`config.mk`:
```
export PLATFORM = sky130hd
export DESIGN_NAME = c3k_col_cell
export DESIGN_NICKNAME = d
export VERILOG_FILES = /design/src/sv/c3k_col_cell.sv
export SDC_FILE = /design/constraint.sdc
export NUM_CORES = 1
export LEC_CHECK = 0
export ABC_CLOCK_PERIOD_IN_PS = 7710
export BUFFER_PORTS_ARGS = -buffer_cell sky130_fd_sc_hd__buf_4
export CAP_MARGIN = 20
export CORE_ASPECT_RATIO = 2
export CORE_MARGIN = 8
export CORE_UTILIZATION = 30
export DETAILED_ROUTE_END_ITERATION = 16
export GPL_TIMING_DRIVEN = 0
export RECOVER_POWER = 50
export SKIP_LAST_GASP = 1
export SYNTH_ARGS = -nofsm -noshare
export SYNTH_HDL_FRONTEND = slang
export SYNTH_SLANG_ARGS = --single-unit
export TNS_END_PERCENT = 50
```
`constraint.sdc`:
```
create_clock -name clk -period 7.71 [get_ports clk]
set_clock_uncertainty 0.2 [all_clocks]
set_input_delay 0.771 -clock clk [delete_from_list [all_inputs] [get_ports clk]]
set_output_delay 0.771 -clock clk [all_outputs]
set_load 0.005 [all_outputs]
```
`src/sv/c3k_col_cell.sv`:
```
// One window column: top, middle, bottom pixel. Shifts to the left neighbor.
module c3k_col_cell #(
  parameter int PIXEL_BITS = 8
) (
  input  logic                       clk,
  input  logic                       shift_en,
  input  logic [2:0][PIXEL_BITS-1:0] col_in,
  output logic [2:0][PIXEL_BITS-1:0] col_out,
  output logic [PIXEL_BITS+1:0]      col_sum,
  output logic [PIXEL_BITS-1:0]      mid
);

  logic [2:0][PIXEL_BITS-1:0] col_r;

  always_ff @(posedge clk) begin
    if (shift_en) begin
      col_r <= col_in;
    end
  end

  assign col_out = col_r;
  assign mid     = col_r[1];
  assign col_sum = (PIXEL_BITS+2)'(col_r[0]) + (PIXEL_BITS+2)'(col_r[1])
                 + (PIXEL_BITS+2)'(col_r[2]);

endmodule

```
==> impl_metrics.env, run 1 <==
export IMPL_areaGrowthSynthToFinish_pct=47.7
export IMPL_die_h_um=108
export IMPL_ir_drop_mv=0.136
export IMPL_finalMaxSlewViolations=0
export IMPL_gp_congestion=0.684
export IMPL_drc=0
export IMPL_arrival_ps=2720
export IMPL_grt_max_degree=25
export IMPL_p_leak_nw=0.845
export IMPL_cts_sinks=24
export IMPL_root_buffer="clkbuf_8"
export IMPL_rows=33
export IMPL_ant_nets=0
export IMPL_yosys_top_cells_count="edfxtp_1, fa_1, inv_1"
export IMPL_io_buffers=67
export IMPL_drt_initial_drc_count=7
export IMPL_antenna_found_initial=0
export IMPL_hp_class="input pin to register"
export IMPL_critPathTopFamily="adder cells"
export IMPL_cts_resized=0
export IMPL_cp_slowest_stage_delay_ps=490
export IMPL_clockPowerShare_pct=17.2
export IMPL_finalSetupTns_ps=0
export IMPL_path_class="register to output port"
export IMPL_fillers=383
export IMPL_crit_chain="fa_1 -> ha_1 -> fa_1 -> a21oi_1 -> nor2b_1 -> a31oi_1 -> xnor2_1 -> buf_4"
export IMPL_hold_end="mid[1]"
export IMPL_synth_area_leader_cell="edfxtp_1"
export IMPL_drive_gt1_share_pct=51.3
export IMPL_wl_per_cell_um=15.2
export IMPL_num_vias=874
export IMPL_synth_area_um2=1280
export IMPL_dominantRegCellSynth="edfxtp_1"
export IMPL_fmax_mhz=271
export IMPL_wl_met3_um=176
export IMPL_postSynth_asyncResetShare_pct=0
export IMPL_timing_slew_headroom_pct=19.0
export IMPL_die_width_um=62.1
export IMPL_post_cts_buffers=0
export IMPL_crit_path_top_delay_cell="fa_1"
export IMPL_register_area_um2=721
export IMPL_pin_count=68
export IMPL_synth_seq_area_share_pct=56.4
export IMPL_routed_top_layer="met4"
export IMPL_first_pass_iters=3
export IMPL_status="completed"
export IMPL_ys_warn_count=0
export IMPL_crit_buf_inv=1
export IMPL_htreeDepth=1
export IMPL_holdPathStages=1
export IMPL_hold_viol=0
export IMPL_cts_tree="yes"
export IMPL_hp_start="col_in[9]"
export IMPL_diodes=0
export IMPL_cp_required_ps=6740
export IMPL_overflow=0
export IMPL_dp_hpwl_mm=2.82
export IMPL_yosysMostFrequentCell="edfxtp_1"
export IMPL_switchingPower_uw=119
export IMPL_met1_length_um=943
export IMPL_design_area_um2=1890
export IMPL_seqPwrFrac_pct=39.7
export IMPL_synth_top_area_share_pct=56.4
export IMPL_start_kind="register"
export IMPL_clk_path_buf_depth=2
export IMPL_tightestPinTransition_ps=1210
export IMPL_avgViaCountPerCell=4.20
export IMPL_synth_area_leaders="edfxtp_1, fa_1, ha_1"
export IMPL_p_int_uw=293
export IMPL_period_share_pct=47.9
export IMPL_p_comb_share_pct=43.1
export IMPL_cp_end_kind="output port"
export IMPL_initial_core_util_pct=31.3
export IMPL_wl_met2_mm=1.98
export IMPL_synth_edf_count=24
export IMPL_grt_pass1_wl_mm=4.77
export IMPL_place_area_um2=1850
export IMPL_synthCells=85
export IMPL_synth_fp_nets=127
export IMPL_drt_total_wl_mm=3.15
export IMPL_rsz0062_at_grt="no"
export IMPL_setup_viol=0
export IMPL_dieArea_um2=6730
export IMPL_synth_distinct_cells=24
export IMPL_multi_input_area_um2=463
export IMPL_powerDensity_nw_per_um2=219
export IMPL_drv_cap=0
export IMPL_grtUsageTotal_pct=8.93
export IMPL_cts_buffers=3
export IMPL_crit_top_cell="fa_1"
export IMPL_crit_path_max_fanout=3
export IMPL_avgSynthCellArea_um2=15.0
export IMPL_synth_seq_cells=24
export IMPL_grt_pass1_vias=1025
export IMPL_fin_nets=199
export IMPL_switching_share_pct=28.9
export IMPL_fin_crit_ps=3690
export IMPL_path_clk_slew_ps=80
export IMPL_core_um2=4090
export IMPL_hold_buffers=0
-- state kept, by name (all words and copies together), names as in the netlist --
name,cells
col_out,16
mid,8
-- placed cells by master, fill, tap and decap left out, drive strengths merged --
cell type and n:
edfxtp 24, nand2b 1, inv 9, buf 50, a221o 1, ha 7, a21oi 4, a31oi 1
nor4b 1, a211oi 2, nor3 1, fa 9, xnor2 4, o21ai 1, a21o 1, clkinv 1
nand3 1, xor2 1, o21bai 2, nor2b 3, nand2 2, clkbuf 28, nor2 2
-- cells by family after synthesis --
kind of cell	count (synthesis)	share of synthesized area (%)
adder cells (fa/ha/maj)	16	21.0
AND/OR/NAND/NOR	11	5.39
AO/OA/AOI/OAI	12	6.46
XOR/XNOR	5	3.43
buffers and inverters	17	7.35
flip-flops	24	56.4
-- through the flow --
step           std cells  util [%]  hold WS [ps]  worst slack [ps]  total power [mW]
5_1_grt              208      46.2           491              3890             0.443
3_3_place_gp         204      45.1           749              4360             0.346
3_5_place_dp         204      45.1           750              4280             0.350
2_1_floorplan         85         -           670              4630             0.256
6_report             208      46.2           506              4020             0.413
4_1_cts              208      46.3           473              3990             0.423
-- layer usage --
layer	global-route usage, %	up-vias
met4	5.04	0
met5	0	-
met1	6.65	410
met3	2.48	4
met2	18.9	29
li1	-	431
-- area by class of cell --
| type | instances | share of cell area, % |
|---|---|---|
| buffer | 8 | 3.18 |
| tap | 52 | 3.45 |
| clock buffer | 3 | 2.19 |
| clock inverter | 1 | 0.199 |
| sequential | 24 | 38.2 |
| timing repair buffer | 67 | 26.5 |
| inverter | 9 | 1.79 |
| multi-input combinational | 44 | 24.5 |
-- how the worst max path moves through the flow --
stage	startpoint	to	cells past startpoint
3_5_place_dp	col_out[1]	col_sum[7]	8
4_1_cts	col_out[1]	col_sum[7]	8
5_1_grt	col_out[1]	col_sum[7]	8
6_report	col_out[1]	col_sum[7]	8
3_3_place_gp	col_out[1]	col_sum[7]	8
2_1_floorplan	col_out[1]	col_sum[7]	7
-- power by group through the flow --
stage / Sequential [mW] / Combinational (mW) / Clock [mW]
after floorplan: 0.167 / 0.0889 / 0
after global placement: 0.166 / 0.179 / 0
after detailed placement: 0.167 / 0.183 / 0
after CTS: 0.164 / 0.184 / 0.0747
after global routing: 0.166 / 0.199 / 0.0786
final: 0.164 / 0.178 / 0.0708
(Power assumes the default switching activity.)
==> run 2, diff against run 1 <==
Settings changed: ABC_CLOCK_PERIOD_IN_PS 7710 to 3000.
Clock period 7.71 ns to 3 ns, I/O delays scaled along.
==> run 2 against run 1 <==
Clock power increased to 2.6 times the previous value. Clock-buffer cell count unchanged. Wire length increased by 9.1%. Total power increased to 2.8 times the previous value. Worst hold slack got worse by 470 ps. Global-route usage increased by 0.61 points. Largest cell class unchanged. Non-clock buffer count increased by 15. Critical path type unchanged.
==> impl_metrics.env, run 2 (synthesized netlist as in run 1, its figures left out) <==
export IMPL_htreeDepth=1
export IMPL_drt_total_wl_mm=3.44
export IMPL_path_clk_slew_ps=80
export IMPL_met2_usage_pct=20.5
export IMPL_hp_class="input pin to register"
export IMPL_cp_required_ps=2500
export IMPL_final_util_pct=51.4
export IMPL_initial_core_util_pct=31.3
export IMPL_dieArea_um2=6730
export IMPL_num_vias=953
export IMPL_overflow=0
export IMPL_fin_nets=214
export IMPL_diodes=0
export IMPL_grt_max_degree=25
export IMPL_layout_commonest_cell="buf_4"
export IMPL_clk_path_buf_depth=2
export IMPL_die_width_um=62.1
export IMPL_setup_ws_ps=45.5
export IMPL_layout_common_cells="buf_4, edfxtp_1, clkbuf_4, inv_1, fa_1"
export IMPL_pin_count=68
export IMPL_drive_gt1_share_pct=60.2
export IMPL_grt_busiest_layer="met2"
export IMPL_rsz0062_at_grt="yes"
export IMPL_timing_slew_headroom_pct=18.4
export IMPL_worstSetupEndpoint="col_sum[7]"
export IMPL_cts_tree="yes"
export IMPL_hold_slack_ps=34.6
export IMPL_seqPwrFrac_pct=36.2
export IMPL_rows=33
export IMPL_grt_pass1_vias=1080
export IMPL_path_class="register to output port"
export IMPL_power_total_mw=1.16
export IMPL_drt_initial_drc_count=7
export IMPL_tightestPinTransition_ps=1220
export IMPL_arrival_ps=2450
export IMPL_cts_sinks=24
export IMPL_status="completed"
export IMPL_setup_viol=0
export IMPL_wl_per_cell_um=15.4
export IMPL_powerDensity_nw_per_um2=552
export IMPL_ir_drop_mv=0.365
export IMPL_holdPathStages=1
export IMPL_io_buffers=67
export IMPL_clockPowerShare_pct=15.8
export IMPL_place_ws_ps=43.8
export IMPL_drv_cap=0
export IMPL_grt_use_met3_pct=2.38
export IMPL_avgViaCountPerCell=4.27
export IMPL_finalMaxSlewViolations=0
export IMPL_crit_path_start="col_out[2]"
export IMPL_cts_buffers=3
export IMPL_fillers=357
export IMPL_grt_pass1_wl_mm=5.11
export IMPL_ant_nets=0
export IMPL_dp_hpwl_mm=2.82
export IMPL_drc=0
export IMPL_cp_end_kind="output port"
export IMPL_core_um2=4090
export IMPL_die_h_um=108
export IMPL_fin_crit_ps=2950
export IMPL_finalSetupTns_ps=0
export IMPL_first_pass_iters=2
export IMPL_switchingPower_uw=344
export IMPL_fmax_mhz=338
export IMPL_register_area_um2=721
export IMPL_antenna_found_initial=0
export IMPL_areaGrowthSynthToFinish_pct=64.5
export IMPL_largest_register_ffs=16
export IMPL_start_kind="register"
export IMPL_grtUsageTotal_pct=9.54
export IMPL_p_leak_nw=0.920
export IMPL_root_buffer="clkbuf_8"
export IMPL_p_int_uw=816
export IMPL_switching_share_pct=29.7
export IMPL_multi_input_area_um2=553
export IMPL_p_comb_share_pct=48.0
export IMPL_period_share_pct=98.5
export IMPL_hold_viol=0
export IMPL_gp_congestion=0.684
export IMPL_crit_path_max_fanout=2
export IMPL_grt_met1_usage_pct=7.34
## run 2: changes by cell type in the layout (fill, tap and decap cells not counted), sizes merged
cell | before | now
clkbuf | 28 | 23
buf | 50 | 65
dlygate4sd3 | 0 | 5
## run 2: stage by stage
stage	cell area (um^2)	cells
floorplan	1280	85
global placement	1850	204
detailed placement	1850	204
CTS	1980	213
global route	2100	223
finish	2100	223
## run 2: critical path: stages (launching register included)
cell	delay [ps]
edfxtp_1	420
fa_1	520
buf_4	160
fa_2	400
a21oi_2	130
nor2b_1	80
a31oi_2	200
xnor2_1	150
buf_4	130
## run 2: worst min path at each step
stage	from	to
2_1_floorplan	col_in[0]	col_out[0]
3_3_place_gp	col_in[19]	col_out[19]
3_5_place_dp	col_in[12]	mid[4]
4_1_cts	col_in[12]	mid[4]
5_1_grt	col_in[15]	mid[7]
6_report	col_in[11]	mid[3]
## run 2: repair_timing
action / in CTS / in global routing
endpoints found under the setup margin: 4 / 3
hold endpoints to repair: 0 / 5
hold buffers: 0 / 5
gates resized for setup: 11 / 6
setup buffers: 5 / 5
pin swaps: 6 / 6
## run 2: final cells by class
cell class / count / share of cell area [%]
clock inverters: 1 / 0.179
plain buffers: 8 / 2.86
well taps: 52 / 3.10
repair buffers: 82 / 29.7
multi-input cells: 44 / 26.3
inverters: 9 / 1.61
clock buffers: 3 / 1.96
flip-flops and latches: 24 / 34.3
## run 2: power by group through the flow
stage               combinational, mW  clock, mW  sequential, mW
global placement                0.460          0           0.428
global route                    0.613      0.202           0.424
finish                          0.558      0.183           0.420
floorplan                       0.228          0           0.429
CTS                             0.519      0.192           0.421
detailed placement              0.471          0           0.429
## run 2: routing by layer
layer / part of all wire [%] / vias to the layer above
met3: 5.8 / 6
met2: 64 / 31
met5: 0 / -
met1: 29 / 454
met4: 1.5 / 0
li1: - / 462
